<file path="src/hdl/ped_pkg.sv">
package ped_pkg;

   // Defaults for the top-level parameters
   localparam int BLOCK_LEN_DEF   = 8192;
   localparam int SAMPLE_BITS_DEF = 16;

   // Extremum event queue between the front and back parts
   localparam int QUEUE_DEPTH = 4;

   // Fixed field widths
   localparam int CHAN_W    = 8;
   localparam int BASE_W    = 40;
   localparam int P2P_W     = 16;
   localparam int SPACING_W = 13;
   localparam int CSR_W     = 16;

   typedef enum logic [0:0] {
      CSR_MIN_P2P     = 1'b0,
      CSR_MIN_SPACING = 1'b1
   } csr_index_type;

endpackage

</file>
<file path="src/hdl/plateau_extrema_pair_detector.sv">
// Channel   | Direction | Handshake               | Payload
// req       | in        | req_push / req_full     | sample, block_first, channel_id, block_base
// rsp       | out       | rsp_pop / rsp_empty     | cand_channel, start_index, end_index,
//           |           |                         | peak_to_peak
// csr       | in        | csr_we (no wait)        | csr_index, csr_wdata
//
// One sample is taken every cycle while req_full is low; plateau tracking is done in the cycle of acceptance.
// A candidate reaches the rsp ports through the event queue and then the output register:
// the taking edge writes the queue; the back loads the output register when free or drained.
// Reset is synchronous and clears the plateau state, the queue and both thresholds.
// req_full rises only when the four-entry event queue is full, which takes a stalled
// rsp side; a sample that produces no candidate still waits for a free queue slot.
module plateau_extrema_pair_detector import ped_pkg::*; #(
   parameter int BLOCK_LEN   = BLOCK_LEN_DEF,
   parameter int SAMPLE_BITS = SAMPLE_BITS_DEF
) (
   input  logic                          clock,
   input  logic                          reset,
   // Sample words
   input  logic                          req_push,
   output logic                          req_full,
   input  logic signed [SAMPLE_BITS-1:0] req_sample,
   input  logic                          req_block_first,
   input  logic [CHAN_W-1:0]             req_channel_id,
   input  logic [BASE_W-1:0]             req_block_base,
   // Candidate words
   output logic                          rsp_empty,
   input  logic                          rsp_pop,
   output logic [CHAN_W-1:0]             rsp_cand_channel,
   output logic [BASE_W-1:0]             rsp_start_index,
   output logic [BASE_W-1:0]             rsp_end_index,
   output logic [P2P_W-1:0]              rsp_peak_to_peak,
   // Threshold registers
   input  logic                          csr_we,
   input  logic [0:0]                    csr_index,
   input  logic [CSR_W-1:0]              csr_wdata
);

   localparam int POS_W = $clog2(BLOCK_LEN);
   localparam int EVT_W = CHAN_W + BASE_W + 2 * POS_W + 2 * SAMPLE_BITS;

   logic                          accept;
   logic                          f_push;
   logic [CHAN_W-1:0]             f_channel, b_channel;
   logic [BASE_W-1:0]             f_base, b_base;
   logic [POS_W-1:0]              f_prev_pos, b_prev_pos;
   logic [POS_W-1:0]              f_pos, b_pos;
   logic signed [SAMPLE_BITS-1:0] f_prev_value, b_prev_value;
   logic signed [SAMPLE_BITS-1:0] f_value, b_value;
   logic [EVT_W-1:0]              q_wdata, q_rdata;
   logic                          q_empty, q_pop;
   logic                          rsp_vld;

   assign accept = req_push && !req_full;

   // Front: track plateaus and classify extrema in the cycle a sample is taken
   ped_front #(
      .BLOCK_LEN   (BLOCK_LEN),
      .SAMPLE_BITS (SAMPLE_BITS),
      .POS_W       (POS_W)
   ) u_front (
      .clock          (clock),
      .reset          (reset),
      .accept         (accept),
      .sample         (req_sample),
      .block_first    (req_block_first),
      .channel_id     (req_channel_id),
      .block_base     (req_block_base),
      .evt_push       (f_push),
      .evt_channel    (f_channel),
      .evt_base       (f_base),
      .evt_prev_pos   (f_prev_pos),
      .evt_pos        (f_pos),
      .evt_prev_value (f_prev_value),
      .evt_value      (f_value)
   );

   assign q_wdata = {f_channel, f_base, f_prev_pos, f_pos, f_prev_value, f_value};

   // Hold opposite-type extremum pairs until the back can judge them
   ped_queue #(
      .WIDTH (EVT_W),
      .DEPTH (QUEUE_DEPTH)
   ) u_queue (
      .clock (clock),
      .reset (reset),
      .push  (f_push),
      .wdata (q_wdata),
      .full  (req_full),
      .pop   (q_pop),
      .rdata (q_rdata),
      .empty (q_empty)
   );

   assign {b_channel, b_base, b_prev_pos, b_pos, b_prev_value, b_value} = q_rdata;

   // Back: apply thresholds, form global indices, present the candidate
   ped_back #(
      .SAMPLE_BITS (SAMPLE_BITS),
      .POS_W       (POS_W)
   ) u_back (
      .clock            (clock),
      .reset            (reset),
      .csr_we           (csr_we),
      .csr_index        (csr_index),
      .csr_wdata        (csr_wdata),
      .evt_vld          (!q_empty),
      .evt_channel      (b_channel),
      .evt_base         (b_base),
      .evt_prev_pos     (b_prev_pos),
      .evt_pos          (b_pos),
      .evt_prev_value   (b_prev_value),
      .evt_value        (b_value),
      .evt_pop          (q_pop),
      .rsp_vld          (rsp_vld),
      .rsp_pop          (rsp_pop),
      .rsp_cand_channel (rsp_cand_channel),
      .rsp_start_index  (rsp_start_index),
      .rsp_end_index    (rsp_end_index),
      .rsp_peak_to_peak (rsp_peak_to_peak)
   );

   assign rsp_empty = !rsp_vld;

endmodule

</file>
<file path="src/hdl/ped_queue.sv">
module ped_queue import ped_pkg::*; #(
   parameter int WIDTH = 8,
   parameter int DEPTH = QUEUE_DEPTH
) (
   input  logic             clock,
   input  logic             reset,
   input  logic             push,
   input  logic [WIDTH-1:0] wdata,
   output logic             full,
   input  logic             pop,
   output logic [WIDTH-1:0] rdata,
   output logic             empty
);

   localparam int PTR_W = (DEPTH > 1) ? $clog2(DEPTH) : 1;
   localparam int CNT_W = $clog2(DEPTH + 1);

   logic [WIDTH-1:0] store_ff [DEPTH];
   logic [PTR_W-1:0] wr_ptr_ff, wr_ptr_in;
   logic [PTR_W-1:0] rd_ptr_ff, rd_ptr_in;
   logic [CNT_W-1:0] count_ff, count_in;
   logic             do_push, do_pop;

   assign full    = (count_ff == CNT_W'(DEPTH));
   assign empty   = (count_ff == '0);
   assign rdata   = store_ff[rd_ptr_ff];
   assign do_push = push && !full;
   assign do_pop  = pop && !empty;

   always_comb begin
      wr_ptr_in = wr_ptr_ff;
      rd_ptr_in = rd_ptr_ff;
      count_in  = count_ff;
      if (do_push) begin
         wr_ptr_in = (wr_ptr_ff == PTR_W'(DEPTH - 1)) ? '0 : wr_ptr_ff + 1'b1;
      end
      if (do_pop) begin
         rd_ptr_in = (rd_ptr_ff == PTR_W'(DEPTH - 1)) ? '0 : rd_ptr_ff + 1'b1;
      end
      if (do_push && !do_pop) begin
         count_in = count_ff + 1'b1;
      end else if (do_pop && !do_push) begin
         count_in = count_ff - 1'b1;
      end
   end

   always_ff @(posedge clock) begin
      if (reset) begin
         wr_ptr_ff <= '0;
         rd_ptr_ff <= '0;
         count_ff  <= '0;
      end else begin
         wr_ptr_ff <= wr_ptr_in;
         rd_ptr_ff <= rd_ptr_in;
         count_ff  <= count_in;
      end
   end

   always_ff @(posedge clock) begin
      if (do_push) begin
         store_ff[wr_ptr_ff] <= wdata;
      end
   end

endmodule

</file>
<file path="src/hdl/ped_front.sv">
module ped_front import ped_pkg::*; #(
   parameter int BLOCK_LEN   = BLOCK_LEN_DEF,
   parameter int SAMPLE_BITS = SAMPLE_BITS_DEF,
   parameter int POS_W       = $clog2(BLOCK_LEN)
) (
   input  logic                          clock,
   input  logic                          reset,
   input  logic                          accept,
   input  logic signed [SAMPLE_BITS-1:0] sample,
   input  logic                          block_first,
   input  logic [CHAN_W-1:0]             channel_id,
   input  logic [BASE_W-1:0]             block_base,
   output logic                          evt_push,
   output logic [CHAN_W-1:0]             evt_channel,
   output logic [BASE_W-1:0]             evt_base,
   output logic [POS_W-1:0]              evt_prev_pos,
   output logic [POS_W-1:0]              evt_pos,
   output logic signed [SAMPLE_BITS-1:0] evt_prev_value,
   output logic signed [SAMPLE_BITS-1:0] evt_value
);

   localparam int IDX_W = $clog2(BLOCK_LEN + 1);

   logic [IDX_W-1:0]              idx_ff, idx_in;
   logic signed [SAMPLE_BITS-1:0] run_value_ff, run_value_in;
   logic [POS_W-1:0]              run_start_ff, run_start_in;
   logic signed [SAMPLE_BITS-1:0] left_value_ff, left_value_in;
   logic                          ext_vld_ff, ext_vld_in;
   logic                          ext_peak_ff, ext_peak_in;
   logic [POS_W-1:0]              ext_pos_ff, ext_pos_in;
   logic signed [SAMPLE_BITS-1:0] ext_value_ff, ext_value_in;
   logic [CHAN_W-1:0]             chan_ff, chan_in;
   logic [BASE_W-1:0]             base_ff, base_in;

   logic [IDX_W-1:0] idx_eff;
   logic             ext_vld_eff;
   logic [POS_W-1:0] run_start_eff;
   logic [POS_W-1:0] cur_pos;
   logic             is_peak, is_valley;
   logic [POS_W:0]   mid_sum;
   logic [POS_W-1:0] mid;

   // Block start restarts indexing and forgets the previous extremum
   assign idx_eff       = block_first ? '0 : idx_ff;
   assign ext_vld_eff   = block_first ? 1'b0 : ext_vld_ff;
   assign run_start_eff = block_first ? '0 : run_start_ff;
   assign cur_pos       = idx_eff[POS_W-1:0];

   assign is_peak   = (run_value_ff > left_value_ff) && (run_value_ff > sample);
   assign is_valley = (run_value_ff < left_value_ff) && (run_value_ff < sample);
   assign mid_sum   = {1'b0, run_start_eff} + {1'b0, cur_pos} - 1'b1;
   assign mid       = mid_sum[POS_W:1];

   assign evt_channel    = chan_in;
   assign evt_base       = base_in;
   assign evt_prev_pos   = ext_pos_ff;
   assign evt_pos        = mid;
   assign evt_prev_value = ext_value_ff;
   assign evt_value      = run_value_ff;

   always_comb begin
      idx_in        = idx_ff;
      run_value_in  = run_value_ff;
      run_start_in  = run_start_eff;
      left_value_in = left_value_ff;
      ext_vld_in    = ext_vld_eff;
      ext_peak_in   = ext_peak_ff;
      ext_pos_in    = ext_pos_ff;
      ext_value_in  = ext_value_ff;
      chan_in       = block_first ? channel_id : chan_ff;
      base_in       = block_first ? block_base : base_ff;
      evt_push      = 1'b0;
      if (block_first) begin
         idx_in = '0;
      end
      // Drop samples past the end of the block
      if (idx_eff < IDX_W'(BLOCK_LEN)) begin
         idx_in = idx_eff + 1'b1;
         if (idx_eff == '0) begin
            run_value_in = sample;
            run_start_in = '0;
         end else if (sample != run_value_ff) begin
            if ((run_start_eff != '0) && (is_peak || is_valley)) begin
               // Opposite type to the previous extremum: hand the pair to the back
               evt_push     = accept && ext_vld_eff && (ext_peak_ff != is_peak);
               ext_vld_in   = 1'b1;
               ext_peak_in  = is_peak;
               ext_pos_in   = mid;
               ext_value_in = run_value_ff;
            end
            left_value_in = run_value_ff;
            run_value_in  = sample;
            run_start_in  = cur_pos;
         end
      end
   end

   always_ff @(posedge clock) begin
      if (reset) begin
         idx_ff        <= '0;
         run_value_ff  <= '0;
         run_start_ff  <= '0;
         left_value_ff <= '0;
         ext_vld_ff    <= 1'b0;
         ext_peak_ff   <= 1'b0;
         ext_pos_ff    <= '0;
         ext_value_ff  <= '0;
         chan_ff       <= '0;
         base_ff       <= '0;
      end else if (accept) begin
         idx_ff        <= idx_in;
         run_value_ff  <= run_value_in;
         run_start_ff  <= run_start_in;
         left_value_ff <= left_value_in;
         ext_vld_ff    <= ext_vld_in;
         ext_peak_ff   <= ext_peak_in;
         ext_pos_ff    <= ext_pos_in;
         ext_value_ff  <= ext_value_in;
         chan_ff       <= chan_in;
         base_ff       <= base_in;
      end
   end

endmodule

</file>
<file path="src/hdl/ped_back.sv">
module ped_back import ped_pkg::*; #(
   parameter int SAMPLE_BITS = SAMPLE_BITS_DEF,
   parameter int POS_W       = 13
) (
   input  logic                          clock,
   input  logic                          reset,
   input  logic                          csr_we,
   input  logic [0:0]                    csr_index,
   input  logic [CSR_W-1:0]              csr_wdata,
   input  logic                          evt_vld,
   input  logic [CHAN_W-1:0]             evt_channel,
   input  logic [BASE_W-1:0]             evt_base,
   input  logic [POS_W-1:0]              evt_prev_pos,
   input  logic [POS_W-1:0]              evt_pos,
   input  logic signed [SAMPLE_BITS-1:0] evt_prev_value,
   input  logic signed [SAMPLE_BITS-1:0] evt_value,
   output logic                          evt_pop,
   output logic                          rsp_vld,
   input  logic                          rsp_pop,
   output logic [CHAN_W-1:0]             rsp_cand_channel,
   output logic [BASE_W-1:0]             rsp_start_index,
   output logic [BASE_W-1:0]             rsp_end_index,
   output logic [P2P_W-1:0]              rsp_peak_to_peak
);

   localparam int MAG_W = (SAMPLE_BITS > P2P_W) ? SAMPLE_BITS : P2P_W;
   localparam int SP_W  = (POS_W > SPACING_W) ? POS_W : SPACING_W;

   logic [P2P_W-1:0]     min_p2p_ff;
   logic [SPACING_W-1:0] min_spacing_ff;
   logic                 out_vld_ff, out_vld_in;
   logic [CHAN_W-1:0]    out_chan_ff;
   logic [BASE_W-1:0]    out_start_ff, out_end_ff;
   logic [P2P_W-1:0]     out_p2p_ff;

   logic                 take;
   logic [SAMPLE_BITS:0] diff, diff_abs;
   logic [MAG_W-1:0]     mag;
   logic [SP_W-1:0]      pos_gap;
   logic                 keep;
   logic [P2P_W-1:0]     p2p_sat;
   csr_index_type        csr_sel;

   assign csr_sel = csr_index_type'(csr_index);

   // Advance whenever the output register is free or being drained
   assign take    = !out_vld_ff || rsp_pop;
   assign evt_pop = take && evt_vld;

   assign diff     = {evt_value[SAMPLE_BITS-1], evt_value}
                   - {evt_prev_value[SAMPLE_BITS-1], evt_prev_value};
   assign diff_abs = diff[SAMPLE_BITS] ? (~diff + 1'b1) : diff;
   assign mag      = MAG_W'(diff_abs[SAMPLE_BITS-1:0]);
   assign pos_gap  = SP_W'(evt_pos - evt_prev_pos);
   assign keep     = (mag >= MAG_W'(min_p2p_ff)) && (pos_gap > SP_W'(min_spacing_ff));
   assign p2p_sat  = (mag > MAG_W'({P2P_W{1'b1}})) ? {P2P_W{1'b1}} : mag[P2P_W-1:0];

   always_comb begin
      out_vld_in = out_vld_ff;
      if (take) begin
         out_vld_in = evt_vld && keep;
      end
   end

   always_ff @(posedge clock) begin
      if (reset) begin
         out_vld_ff     <= 1'b0;
         min_p2p_ff     <= '0;
         min_spacing_ff <= '0;
      end else begin
         out_vld_ff <= out_vld_in;
         if (csr_we) begin
            unique case (csr_sel)
               CSR_MIN_P2P: begin
                  min_p2p_ff <= csr_wdata;
               end
               CSR_MIN_SPACING: begin
                  min_spacing_ff <= csr_wdata[SPACING_W-1:0];
               end
               default: begin
                  min_p2p_ff <= min_p2p_ff;
               end
            endcase
         end
      end
   end

   always_ff @(posedge clock) begin
      if (take && evt_vld) begin
         out_chan_ff  <= evt_channel;
         out_start_ff <= evt_base + BASE_W'(evt_prev_pos);
         out_end_ff   <= evt_base + BASE_W'(evt_pos);
         out_p2p_ff   <= p2p_sat;
      end
   end

   assign rsp_vld          = out_vld_ff;
   assign rsp_cand_channel = out_chan_ff;
   assign rsp_start_index  = out_start_ff;
   assign rsp_end_index    = out_end_ff;
   assign rsp_peak_to_peak = out_p2p_ff;

endmodule

</file>
<file path="config.mk">
export PLATFORM = sky130hd
export DESIGN_NAME = plateau_extrema_pair_detector
export DESIGN_NICKNAME = d
export VERILOG_FILES = /design/src/hdl/ped_pkg.sv /design/src/hdl/plateau_extrema_pair_detector.sv /design/src/hdl/ped_queue.sv /design/src/hdl/ped_front.sv /design/src/hdl/ped_back.sv
export SDC_FILE = /design/constraint.sdc
export NUM_CORES = 1
export LEC_CHECK = 0
export BUFFER_PORTS_ARGS = -buffer_cell sky130_fd_sc_hd__buf_4
export CAP_MARGIN = 20
export CORE_MARGIN = 2
export CORE_UTILIZATION = 58
export CTS_CLUSTER_SIZE = 24
export DETAILED_ROUTE_END_ITERATION = 12
export PLACE_DENSITY_LB_ADDON = 0.2
export SYNTH_ARGS = -nofsm -noshare
export SYNTH_HDL_FRONTEND = slang
export SYNTH_SLANG_ARGS = --single-unit
</file>
<file path="constraint.sdc">
create_clock -name clock -period 6.9 [get_ports clock]
set_input_delay 0.345 -clock clock [delete_from_list [all_inputs] [get_ports clock]]
set_output_delay 0.345 -clock clock [all_outputs]
set_load 0.02 [all_outputs]
</file>
==> impl_metrics.prom <==
# TYPE chip_impl_metric gauge
chip_impl_metric{name="syn_area_per_cell",unit="µm²"} 13.2
chip_impl_metric{name="max-cap-violations",unit=""} 0
chip_impl_metric{name="layout-area-overhead-vs-synth",unit="%"} 15.6
chip_impl_metric{name="post-route-min-period",unit="ns"} 5.56
chip_impl_metric{name="fin_hold_ws",unit="ns"} 0.0161
chip_impl_metric{name="clk_pin_slew",unit="ns"} 0.06
chip_impl_info{name="worstSetupEndpointType",value="register"} 1
chip_impl_metric{name="drv_slew",unit=""} 0
chip_impl_info{name="critical_path.cell_chain",value="buf_4 -> mux4_2 -> inv_1 -> ha_1 -> nor2b_1 -> o31a_1 -> o21a_1 -> and4_1 -> nor3_2 -> nor4b_4 -> or4b_4 -> o31ai_4 -> xnor2_1 -> ha_1 -> and4_1 -> o2111ai_1 -> a211o_1 -> a221oi_1"} 1
chip_impl_metric{name="cts_made_buffers",unit=""} 73
chip_impl_metric{name="clock_tree.htree_level_count",unit=""} 3
chip_impl_info{name="timing.hold.worst.class",value="input port to register"} 1
chip_impl_metric{name="timing.max_slew.rel_slack",unit="%"} 34.2
chip_impl_metric{name="grt_pass1_wl",unit="mm"} 108
chip_impl_metric{name="gr-total-overflow",unit=""} 0
chip_impl_metric{name="initial_core_util",unit="%"} 58.8
chip_impl_metric{name="timing.critical_path.slowest_cell_delay",unit="ns"} 0.67
chip_impl_info{name="critPathLaunchType",value="register"} 1
chip_impl_metric{name="power_per_cell_area",unit="nW/µm²"} 436
chip_impl_metric{name="synth_enable_flop_cells",unit=""} 528
chip_impl_metric{name="grt_util_all_layers",unit="%"} 24.7
chip_impl_metric{name="mappedNetlistNets",unit=""} 2651
chip_impl_metric{name="drt-wirelength-per-cell",unit="µm"} 20.4
chip_impl_info{name="mostFrequentLayoutCell",value="sky130_fd_sc_hd__edfxtp_1"} 1
chip_impl_metric{name="placement.io_buffers",unit=""} 192
chip_impl_metric{name="ys_types",unit=""} 71
chip_impl_metric{name="irDropWorstVdd",unit="µV"} 227
chip_impl_metric{name="finalWirelength",unit="mm"} 69.3
chip_impl_metric{name="clkSinkCount",unit=""} 705
chip_impl_info{name="synth-main-ff-cell",value="sky130_fd_sc_hd__edfxtp_1"} 1
chip_impl_metric{name="worst-path-max-fanout",unit=""} 23
chip_impl_metric{name="power.leakage",unit="nW"} 13.5
chip_impl_metric{name="rows",unit=""} 85
chip_impl_metric{name="netlist_instances",unit=""} 2410
chip_impl_metric{name="final.setup_skew",unit="ns"} 0.0172
chip_impl_metric{name="timing.fmax",unit="MHz"} 180
chip_impl_metric{name="finalSetupTns",unit="ns"} 0
chip_impl_metric{name="reg2reg_slack",unit="ns"} 1.34
chip_impl_info{name="setup.worst_path.class",value="register to register"} 1
chip_impl_metric{name="ys.warnings.count",unit=""} 0
chip_impl_metric{name="antenna_found_initial",unit=""} 3
chip_impl_info{name="clk_root_buffer_cell",value="sky130_fd_sc_hd__clkbuf_16"} 1
chip_impl_metric{name="floorplan.die_area",unit="µm²"} 56700
chip_impl_metric{name="route.detailed.vias_per_inst",unit=""} 5.80
chip_impl_metric{name="drt_first_pass_iters",unit=""} 5
chip_impl_metric{name="fin_crit_sh",unit="%"} 80.6
chip_impl_info{name="rsz0062_at_grt",value="false"} 1
chip_impl_metric{name="synth_sequential_area_ratio",unit="%"} 61.0
chip_impl_metric{name="first_global_vias",unit=""} 19932
chip_impl_info{name="status",value="finished, final reports clean"} 1
chip_impl_metric{name="tightest_slew",unit="ns"} 0.988
chip_impl_metric{name="worstPathRequired",unit="ns"} 7.41
chip_impl_metric{name="clockBufferDepth",unit=""} 3
chip_impl_metric{name="detail_route.iter0.violations",unit=""} 1414
chip_impl_metric{name="design.core.area",unit="µm²"} 54000
chip_impl_metric{name="chipHeight",unit="µm"} 238
chip_impl_info{name="cts_tree",value="done"} 1
chip_impl_metric{name="final_layout_size_suffix_gt1_share",unit="%"} 19.1
chip_impl_metric{name="worst_ep_arrival_time",unit="ns"} 6.07
chip_impl_metric{name="drc",unit=""} 0
chip_impl_metric{name="num-nets-final",unit=""} 2883
chip_impl_metric{name="sum_of_net_half_perimeters_after_detailed_placement",unit="mm"} 46.5
chip_impl_metric{name="die_w",unit="µm"} 238
chip_impl_metric{name="grt_start_max_net_pins",unit=""} 101
chip_impl_metric{name="gp_congestion",unit=""} 0.912
chip_impl_metric{name="postSynth.asyncResetShare",unit="%"} 0
chip_impl_metric{name="post_synth_instance_area",unit="µm²"} 31800
chip_impl_metric{name="finalSetupViolCount",unit=""} 0
chip_impl_metric{name="clkLatencyLatePin",unit="ns"} 0.61
chip_impl_metric{name="num_vias",unit=""} 19717
chip_impl_metric{name="postSynthRegisterBits",unit=""} 705
chip_impl_metric{name="floorplan.io_pins",unit=""} 193
chip_impl_metric{name="final_count_of_hold_timing_violations",unit=""} 0
chip_impl_info{name="commonest_cells_after_routing_fill_and_taps_aside",value="sky130_fd_sc_hd__edfxtp_1, sky130_fd_sc_hd__nand2_1, sky130_fd_sc_hd__buf_4"} 1
chip_impl_metric{name="drtAntennaViolNets",unit=""} 0
chip_impl_info{name="cpMaxStageDelayCell",value="sky130_fd_sc_hd__dfxtp_4"} 1
## area by class of cell
type	instances	area, µm²
fillers	3756	17300
clock inverters	34	289
diodes	1	2.50
inverters	155	584
flip-flops and latches	705	19400
clock buffers	102	2150
well taps	696	871
repair buffers	240	1930
multi-input cells	1467	11500
## power breakdown
group | internal, mW | switching [mW]
Combinational | 2.78 | 3.73
Sequential | 5.30 | 0.252
Clock | 2.34 | 1.60
## critical path: cells and delay by family (launching register included)
kind | cells | cell delay [ns]
buffers and inverters | 2 | 0.51
adder cells (fa/ha/maj) | 2 | 0.53
XOR/XNOR | 1 | 0.12
flip-flops | 1 | 0.67
multiplexers | 1 | 0.56
AND/OR/NAND/NOR | 6 | 1.71
AO/OA/AOI/OAI | 6 | 1.37
## metrics by stage
| step | setup WS, ns | area, µm² | utilization, % | power [mW] | std cells |
|---|---|---|---|---|---|
| final | 1.34 | 36700 | 68.0 | 16.0 | 3400 |
| after CTS | 1.30 | 36700 | 68.0 | 16.1 | 3398 |
| after global routing | 0.937 | 36700 | 68.0 | 16.9 | 3399 |
| after detailed placement | 1.32 | 34000 | 63.0 | 12.1 | 3236 |
| after global placement | 1.43 | 34000 | 63.0 | 11.9 | 3235 |
| after floorplan | 0.863 | 31800 | - | 10.3 | 2410 |
## metal layers
metal / wire, µm / GRT usage, % / share of wire, %
met1: 28900 / 32.4 / 42
met2: 34300 / 41.8 / 50
met3: 4270 / 4.40 / 6.2
met4: 1840 / 8.41 / 2.6
met5: 22 / 0 / 0.032
## state kept, by name, indices dropped and copies added (netlist names), 14 cells and up, named ones only
name,cells
u_queue.store_ff,424
u_front.idx_ff,14
u_front.evt_value,16
u_back.rsp_peak_to_peak,16
u_front.left_value_ff,16
u_back.rsp_end_index,40
u_back.min_p2p_ff,16
u_back.rsp_start_index,40
u_front.evt_prev_value,16
u_front.base_ff,40
## cells by family (layout without fill, tap and decap cells)
| group | after synthesis | count (layout) | synth area share [%] |
|---|---|---|---|
| other | 0 | 1 | 0 |
| muxes | 203 | 203 | 10.8 |
| AOI/OAI and AO/OA | 345 | 345 | 6.54 |
| DFF | 705 | 705 | 61.0 |
| xor gates and xnor gates | 128 | 128 | 3.53 |
| and+or+nand+nor | 637 | 637 | 9.01 |
| buffers and inverters | 238 | 531 | 2.92 |
| adders and majority gates | 154 | 154 | 6.20 |
## path summary, 6_finish.rpt
| check | endpoint | cells after the start | from |
|---|---|---|---|
| max reg2reg | u_back.rsp_vld | 18 | register |
| min reg2reg | u_front.chan_ff[0] | 2 | u_front.chan_ff[0] |
| min | u_back.min_p2p_ff[13] | 3 | csr_wdata[13] |
| max | u_back.rsp_vld | 18 | register |
## cells in the mapped netlist, types with 5 or more instances
cell type                  instances  area share, %
sky130_fd_sc_hd__edfxtp_1        528             50
sky130_fd_sc_hd__nand2_1         291            3.4
sky130_fd_sc_hd__a21oi_1         179            2.8
sky130_fd_sc_hd__dfxtp_1         177             11
sky130_fd_sc_hd__nor2_1          168            2.0
sky130_fd_sc_hd__inv_1           154            1.8
sky130_fd_sc_hd__ha_1            148            5.8
sky130_fd_sc_hd__mux4_2          106            7.5
sky130_fd_sc_hd__xnor2_1          90            2.5
sky130_fd_sc_hd__clkbuf_1         60           0.71
sky130_fd_sc_hd__mux2_2           48            1.7
sky130_fd_sc_hd__mux2i_1          48            1.5
sky130_fd_sc_hd__o21ai_0          47           0.74
sky130_fd_sc_hd__xor2_1           38            1.0
sky130_fd_sc_hd__a21o_1           30           0.71
sky130_fd_sc_hd__nor2b_1          28           0.55
sky130_fd_sc_hd__nand3_1          26           0.41
sky130_fd_sc_hd__o21a_1           20           0.47
sky130_fd_sc_hd__nand2b_1         17           0.33
sky130_fd_sc_hd__nor3_1           17           0.27
sky130_fd_sc_hd__and3_1           16           0.31
sky130_fd_sc_hd__buf_2            14           0.22
sky130_fd_sc_hd__nand4_1          14           0.28
sky130_fd_sc_hd__or3_1            13           0.26
sky130_fd_sc_hd__and2_1           12           0.24
sky130_fd_sc_hd__a211oi_1          9           0.21
sky130_fd_sc_hd__nor4_1            8           0.16
sky130_fd_sc_hd__o31ai_1           8           0.19
sky130_fd_sc_hd__or2_2             8           0.16
sky130_fd_sc_hd__fa_1              6           0.38
sky130_fd_sc_hd__a31oi_1           5          0.098
sky130_fd_sc_hd__buf_4             5           0.12
sky130_fd_sc_hd__o21bai_1          5           0.12
## timing repair
| action | 4_1_cts | 5_1_grt |
|---|---|---|
| hold buffers | 26 | 0 |
| hold endpoints to repair | 28 | 0 |
| buffers inserted | 0 | 0 |
| resized for setup | 0 | 0 |
| setup endpoints to repair | 0 | 0 |
Note: power is estimated with default switching activity, not from simulation.
